File: src/rtl/core/bbcc_pkg.sv
// ----------------------------------------------------------------------------
// bbcc_pkg
// Shared types, codes and helpers of the basic block code cache.
// ----------------------------------------------------------------------------
package bbcc_pkg;

    // Default table geometry
    localparam int ENTRIES_DEF     = 16;
    localparam int BLOCK_WORDS_DEF = 64;

    // Opcodes that end a basic block (top nibble of the word)
    localparam logic [3:0] OP_BR  = 4'h0;
    localparam logic [3:0] OP_JSR = 4'h4;
    localparam logic [3:0] OP_JMP = 4'hC;

    // Item kinds on the input channel
    typedef enum logic [1:0] {
        KIND_WORD   = 2'd0,
        KIND_LOOKUP = 2'd1,
        KIND_CLEAR  = 2'd2
    } kind_t;

    // Sequencer states
    typedef enum logic [2:0] {
        ST_IDLE,
        ST_WORD,
        ST_LOOK,
        ST_FETCH,
        ST_RESULT
    } state_t;

    // True for a branch, call or jump word
    function automatic logic ends_block(input logic [15:0] word);
        logic [3:0] op;
        op = word[15:12];
        return (op == OP_BR) || (op == OP_JSR) || (op == OP_JMP);
    endfunction

endpackage

File: src/rtl/core/bbcc_slot_table.sv
// ----------------------------------------------------------------------------
// bbcc_slot_table
// Start address and length of every slot, one write and one registered read
// port.
// ----------------------------------------------------------------------------
module bbcc_slot_table #(
    parameter int SLOTS = bbcc_pkg::ENTRIES_DEF,
    parameter int LEN_W = 7
) (
    input  logic                     clk,
    input  logic                     wr_en,
    input  logic [$clog2(SLOTS)-1:0] wr_idx,
    input  logic [15:0]              wr_start,
    input  logic [LEN_W-1:0]         wr_len,
    input  logic [$clog2(SLOTS)-1:0] rd_idx,
    output logic [15:0]              rd_start,
    output logic [LEN_W-1:0]         rd_len
);

    logic [15:0]      start_mem [SLOTS];
    logic [LEN_W-1:0] len_mem   [SLOTS];

    // Commit a closed block
    always_ff @(posedge clk)
    begin
        if (wr_en)
        begin
            start_mem[wr_idx] <= wr_start;
            len_mem[wr_idx]   <= wr_len;
        end
    end

    // Read the slot under scan
    always_ff @(posedge clk)
    begin
        rd_start <= start_mem[rd_idx];
        rd_len   <= len_mem[rd_idx];
    end

endmodule

File: config.mk
export PLATFORM = sky130hd
export DESIGN_NAME = bbcc_slot_table
export DESIGN_NICKNAME = d
export VERILOG_FILES = /design/src/rtl/core/bbcc_pkg.sv /design/src/rtl/core/bbcc_slot_table.sv
export SDC_FILE = /design/constraint.sdc
export NUM_CORES = 1
export LEC_CHECK = 0
export ABC_CLOCK_PERIOD_IN_PS = 3800
export BUFFER_PORTS_ARGS = -buffer_cell sky130_fd_sc_hd__buf_2
export CAP_MARGIN = 20
export CORE_MARGIN = 5
export CORE_UTILIZATION = 55
export CTS_BUF_LIST = sky130_fd_sc_hd__clkbuf_4 sky130_fd_sc_hd__clkbuf_8 sky130_fd_sc_hd__clkbuf_16
export DETAILED_ROUTE_END_ITERATION = 12
export PLACE_DENSITY = 0.72
export SYNTH_ARGS = -nofsm -noshare
export SYNTH_HDL_FRONTEND = slang
export SYNTH_SLANG_ARGS = --single-unit
File: constraint.sdc
create_clock -name clk -period 3.8 [get_ports clk]
set_clock_uncertainty 0.1 [all_clocks]
set_input_delay 0.19 -clock clk [delete_from_list [all_inputs] [get_ports clk]]
set_output_delay 0.19 -clock clk [all_outputs]
set_load 0.05 [all_outputs]
==> flow_metrics.env, run 1 <==
export IMPL_max_clock_freq_ghz=0.587
export IMPL_synth_top_area_frac=0.772
export IMPL_start_kind="input pin"
export IMPL_switching_share=0.202
export IMPL_syn_nets=641
export IMPL_grt_pass1_vias=6915
export IMPL_final_cells=1080
export IMPL_p_seq_frac=0.540
export IMPL_hpwlAfterDp_um=14100
export IMPL_drt_wl_total_um=27200
export IMPL_grt_use_total=0.192
export IMPL_vias_per_cell=6.00
export IMPL_ys_seq_area_frac=0.804
export IMPL_grt_overflow=0
export IMPL_cts_buffers=37
export IMPL_clockRootBuffer="clkbuf_16"
export IMPL_power_share_combinational=0.058
export IMPL_required_ps=4080
export IMPL_die_h_um=171
export IMPL_rsz0062_at_grt="false"
export IMPL_clock_sinks=391
export IMPL_dieArea_mm2=0.0293
export IMPL_std_cell_rows=59
export IMPL_intPower_w=0.00717
export IMPL_critPathMaxFanout=44
export IMPL_clock_latency_ps=510
export IMPL_syn_inst=608
export IMPL_boundaryPins=56
export IMPL_htreeDepth=2
export IMPL_power_density_mw_per_mm2=543
export IMPL_setup_tns_ps=0
export IMPL_antenna_found_initial=0
export IMPL_drcViolationCount=0
export IMPL_grt_max_degree=62
export IMPL_place_inst=992
export IMPL_final_min_clock_period_ps=1700
export IMPL_die_w_um=171
export IMPL_port_buffers=55
export IMPL_synth_seq_cells=391
export IMPL_synth_largest_area_cell="edfxtp_1"
export IMPL_synth_edf_count=368
export IMPL_fin_hold_ws_ps=275
export IMPL_p_sw_w=0.00181
export IMPL_initial_core_util=0.554
export IMPL_grt_pass1_wl_um=41600
export IMPL_setup_viol=0
export IMPL_routabilityCongestion=0.702
export IMPL_synth_cell_type_count=18
export IMPL_cts_setup_buffers=0
export IMPL_cts_clk_slew_worst_paths_ps=60
export IMPL_num_antenna_cells=0
export IMPL_via_count=6476
export IMPL_hold_viol_final=0
export IMPL_cts_tree="done"
export IMPL_vdd_drop_max_uv=362
export IMPL_min_period_over_period=0.448
export IMPL_status="complete, no violations"
export IMPL_slew_violations=0
export IMPL_p_leak_nw=5.39
export IMPL_dr_pass1_iters=5
export IMPL_syn_to_final_growth_pct=15.6
export IMPL_p_clk_frac=0.403
export IMPL_ys_flop_type="edfxtp_1"
export IMPL_arrival_ps=1980
export IMPL_clock_path_buffers=3
export IMPL_hold_path_class="in -> reg"
export IMPL_wl_per_cell_um=25.2
export IMPL_syn_area_mm2=0.0143
export IMPL_critPathKind="in -> reg"
export IMPL_postSynthAreaPerCell_um2=23.5
export IMPL_drtIter0Drc=631
export IMPL_relSlewSlack=0.399
export IMPL_async_flop_share=0
export IMPL_synth_common_cells="368 x edfxtp_1, 92 x mux4_2, 46 x a22oi_1"
export IMPL_worst_pin_slew_ps=901
export IMPL_finalNetCount=752
export IMPL_yosys_warnings=0
export IMPL_yosys_cell_count_top_type="edfxtp_1"
export IMPL_synth_area_leaders="edfxtp_1 77%, mux4_2 14%, dfxtp_1 3.2%"
export IMPL_ant_nets=0
export IMPL_drive_gt1_frac=0.334
export IMPL_drv_cap=0
export IMPL_fp_coreArea_mm2=0.0258
export IMPL_critPathCaptureType="register"
## power groups by stage
stage	combinational, W	clock [W]	sequential [W]
floorplan	0.000234	0	0.00504
global placement	0.000495	0	0.00493
detailed placement	0.000506	0	0.00494
CTS	0.000527	0.00369	0.00485
global route	0.000556	0.00388	0.00486
finish	0.000519	0.00362	0.00485
## layout by cell type (no fill, tap or decap)
master           n
buf_12           2
a22oi_1         46
dfxtp_1         23
nor3_2           4
buf_4           22
nand2_1         24
dlygate4sd3_1   23
buf_6            1
edfxtp_1       368
clkinv_1         6
clkbuf_8         2
mux4_2          92
clkbuf_16       38
nand3_1          1
bufinv_16        3
nand3b_1         2
clkbuf_4        11
nand2b_1         2
nor2b_2          2
buf_2           53
and2_1           1
or3b_2           1
clkinv_2         4
nor2_2          13
clkinv_8         1
## path summary, 6_finish.rpt
check                                       from               end  slack (ps)  cells after the start
worst min register to register    len_mem[15][1]         rd_len[1]         570                      3
worst max-delay path                   rd_idx[0]         rd_len[3]        2100                      5
worst max register to register  start_mem[0][12]      rd_start[12]        2330                      3
worst min-delay path                   wr_idx[1]  start_mem[4][10]         280                      3
## per-layer routing
metal	global-route usage	wire [um]
met1	0.270	11200
met2	0.321	13700
met3	0.0395	1790
met4	0.0406	490
met5	0	0
## logic make-up (layout without fill, tap and decap cells)
| group | count (synthesis) | count (layout) | share of synthesized area |
|---|---|---|---|
| AND/OR/NAND/NOR | 50 | 50 | 0.0153 |
| flip-flops | 391 | 391 | 0.804 |
| AO/OA/AOI/OAI | 46 | 46 | 0.0241 |
| buffers and inverters | 29 | 166 | 0.0113 |
| multiplexers | 92 | 92 | 0.145 |
## state kept, by name, indices dropped and copies added, names as in the netlist
name / flops
len_mem: 112
rd_start: 16
start_mem: 256
rd_len: 7
## timing repair
action,in CTS,in global routing
hold endpoints to repair,368,0
gates resized for setup,0,0
hold buffers,23,0
## stage by stage
stage                     cell area (um^2)  total power [W]  utilization  setup WS (ps)
after floorplan                      14300          0.00527            -            963
after global placement               15100          0.00543        0.585           1570
after detailed placement             15100          0.00545        0.585           1530
after CTS                            16500          0.00906        0.640           2050
after global routing                 16500          0.00929        0.640           1900
final                                16500          0.00898        0.640           2100
## cell type report
type	instances	area, um^2
flip-flops and latches	391	11500
fillers	1710	9290
multi-input cells	188	2690
clock buffers	51	1060
repair buffers	101	712
well taps	335	419
clock inverters	14	149
## worst max-delay path: stages
cell	delay (ps)
buf_6	450
buf_4	450
mux4_2	550
a22oi_1	190
nand2_1	80
No activity file was read; power rests on OpenSTA's default activity.
==> run 2, diff against run 1 <==
--- a/config.mk
+++ b/config.mk
@@ -5,7 +5,8 @@
 export SDC_FILE = /design/constraint.sdc
 export NUM_CORES = 1
 export LEC_CHECK = 0
-export ABC_CLOCK_PERIOD_IN_PS = 3800
+export ABC_AREA = 1
+export ABC_CLOCK_PERIOD_IN_PS = 1700
 export BUFFER_PORTS_ARGS = -buffer_cell sky130_fd_sc_hd__buf_2
 export CAP_MARGIN = 20
 export CORE_MARGIN = 5
==> constraint.sdc (replaced) <==
create_clock -name clk -period 1.7 [get_ports clk]
set_clock_uncertainty 0.1 [all_clocks]
set_input_delay 0.085 -clock clk [delete_from_list [all_inputs] [get_ports clk]]
set_output_delay 0.085 -clock clk [all_outputs]
set_load 0.05 [all_outputs]
==> flow_metrics.env, run 2 <==
export IMPL_std_cell_rows=63
export IMPL_hpwlAfterDp_um=20900
export IMPL_finalNetCount=1658
export IMPL_grt_pass1_wl_um=58100
export IMPL_p_sw_w=0.00461
export IMPL_hold_path_end="rd_len[6]"
export IMPL_cts_tree="done"
export IMPL_hold_viol_final=0
export IMPL_crit_buf_inv=1
export IMPL_layout_commonest_cell="nand2_1"
export IMPL_status="complete, no violations"
export IMPL_p_seq_frac=0.520
export IMPL_cts_buffers=40
export IMPL_power_share_combinational=0.075
export IMPL_p_leak_nw=8.10
export IMPL_min_period_over_period=0.784
export IMPL_max_clock_freq_ghz=0.750
export IMPL_synth_edf_count=368
export IMPL_async_flop_share=0
export IMPL_crit_family="flip-flops"
export IMPL_cts_setup_buffers=0
export IMPL_mostFrequentLayoutCells="489 x nand2_1, 368 x edfxtp_1, 280 x inv_1"
export IMPL_critPathCaptureType="primary output"
export IMPL_grt_overflow=0
export IMPL_clock_latency_ps=520
export IMPL_fin_area_mm2=0.0189
export IMPL_antenna_found_initial=0
export IMPL_synth_cell_type_count=14
export IMPL_syn_area_mm2=0.0164
export IMPL_ys_flop_type="edfxtp_1"
export IMPL_fp_coreArea_mm2=0.0295
export IMPL_wl_per_cell_um=18.0
export IMPL_num_antenna_cells=0
export IMPL_setup_tns_ps=0
export IMPL_initial_core_util=0.555
export IMPL_slowest_delay_ps=350
export IMPL_boundaryPins=56
export IMPL_clock_path_buffers=3
export IMPL_drcViolationCount=0
export IMPL_crit_chain="buf_2"
export IMPL_yosys_area_share_simple=0.201
export IMPL_vdd_drop_max_uv=858
export IMPL_synth_top_family_by_area="simple AND/OR/NAND/NOR gates"
export IMPL_synth_seq_cells=391
export IMPL_yosys_warnings=0
export IMPL_syn_inst=1533
export IMPL_vias_per_cell=5.21
export IMPL_arrival_ps=1150
export IMPL_synth_compound_area_share=0
export IMPL_routabilityCongestion=0.803
export IMPL_r2r_start="start_mem[14][4]"
export IMPL_dieArea_mm2=0.0333
export IMPL_port_buffers=55
export IMPL_critPathKind="reg -> out"
export IMPL_hold_path_class="in -> reg"
export IMPL_slew_violations=0
export IMPL_p_clk_frac=0.405
export IMPL_critPathMaxFanout=1
export IMPL_synth_top_area_frac=0.676
export IMPL_intPower_w=0.0162
export IMPL_grt_use_total=0.223
export IMPL_via_count=10656
export IMPL_multi_input_area_mm2=0.00341
export IMPL_synth_common_cells="489 x nand2_1, 368 x edfxtp_1, 281 x inv_1"
export IMPL_syn_to_final_growth_pct=15.4
export IMPL_drt_wl_total_um=36800
export IMPL_ys_seq_area_frac=0.704
export IMPL_hold_path_cell_count=4
export IMPL_rsz0062_at_grt="false"
export IMPL_drive_gt1_frac=0.112
export IMPL_cts_clk_slew_worst_paths_ps=60
export IMPL_yosys_cell_count_top_type="nand2_1"
export IMPL_crit_path_top_delay_cell="dfxtp_1"
export IMPL_die_w_um=182
export IMPL_die_h_um=182
export IMPL_htreeDepth=2
export IMPL_power_density_mw_per_mm2=1100
export IMPL_drtIter0Drc=1107
export IMPL_finalCoreUtilization=0.640
export IMPL_synth_largest_area_cell="edfxtp_1"
export IMPL_synth_xor_xnor_area_share=0
export IMPL_timing_rr_end="rd_start[4]"
export IMPL_start_kind="register"
export IMPL_synthAdderAreaFrac=0
export IMPL_grt_pass1_vias=10601
export IMPL_setup_worst_path_start="rd_len[4]"
export IMPL_relSlewSlack=0.663
export IMPL_dr_pass1_iters=6
export IMPL_cts_resized=0
export IMPL_final_min_clock_period_ps=1330
export IMPL_fillCellCount=2267
export IMPL_cts_hold_buf=23
export IMPL_postSynthAreaPerCell_um2=10.7
export IMPL_setup_viol=0
export IMPL_grt_max_degree=93
export IMPL_clock_sinks=391
export IMPL_seq_area_mm2=0.0115
export IMPL_place_area_mm2=0.0174
export IMPL_drv_cap=0
export IMPL_regMostFlops="start_mem"
export IMPL_worst_r2r_cell_count=6
export IMPL_yosys_mux_area_fraction=0
export IMPL_reg_top3="start_mem x256, len_mem x112, rd_start x16"
export IMPL_hold_start="rd_idx[3]"
export IMPL_worst_pin_slew_ps=506
export IMPL_regToRegSetupSlack_ps=550
export IMPL_synth_area_leaders="edfxtp_1 68%, nand2_1 11%, nand3_1 8.5%"
export IMPL_syn_nets=1566
export IMPL_ant_nets=0
export IMPL_switching_share=0.221
export IMPL_largest_reg_flops=256
export IMPL_clockRootBuffer="clkbuf_16"
export IMPL_required_ps=1510
run 2: stage by stage:
step | setup WS, ps | cells | hold WS, ps | power [W]
floorplan | -77.0 | 1533 | 83.9 | 0.0120
global placement | 219 | 1950 | 390 | 0.0125
detailed placement | 258 | 1950 | 398 | 0.0126
CTS | 364 | 2044 | 24.4 | 0.0209
global route | 350 | 2044 | 55.6 | 0.0216
finish | 367 | 2044 | 50.9 | 0.0209
run 2: how the worst max path moves through the flow:
stage                endpoint  cells after the start
6_report            rd_len[4]                      1
5_1_grt          rd_start[14]                      1
4_1_cts          rd_start[14]                      1
3_5_place_dp    len_mem[1][5]                      6
3_3_place_gp    len_mem[1][0]                      6
2_1_floorplan  len_mem[13][0]                      4
run 2: cell type report:
cell class,count,area share
clock buffers,56,0.0611
clock inverters,15,0.00703
inverters,283,0.0564
multi-input cells,785,0.181
flip-flops and latches,391,0.610
well taps,390,0.0259
repair buffers,124,0.0588
run 2: power by group through the flow:
stage | Combinational [W] | Clock, W | Sequential [W]
after floorplan | 0.000735 | 0 | 0.0113
after global placement | 0.00149 | 0 | 0.0110
after detailed placement | 0.00152 | 0 | 0.0110
after CTS | 0.00157 | 0.00853 | 0.0108
after global routing | 0.00171 | 0.00901 | 0.0108
final | 0.00156 | 0.00845 | 0.0108
run 2: routing by layer:
| layer | vias up | global-route usage | share of wire |
|---|---|---|---|
| met5 | - | 0 | 0 |
| met4 | 0 | 0.0576 | 0.019 |
| met3 | 59 | 0.0351 | 0.076 |
| met2 | 372 | 0.389 | 0.50 |
| met1 | 5100 | 0.296 | 0.40 |
| li1 | 5125 | - | - |
run 2: cells by family after synthesis:
logic type	after synthesis
flops	391
buf+inv	357
simple gates	785
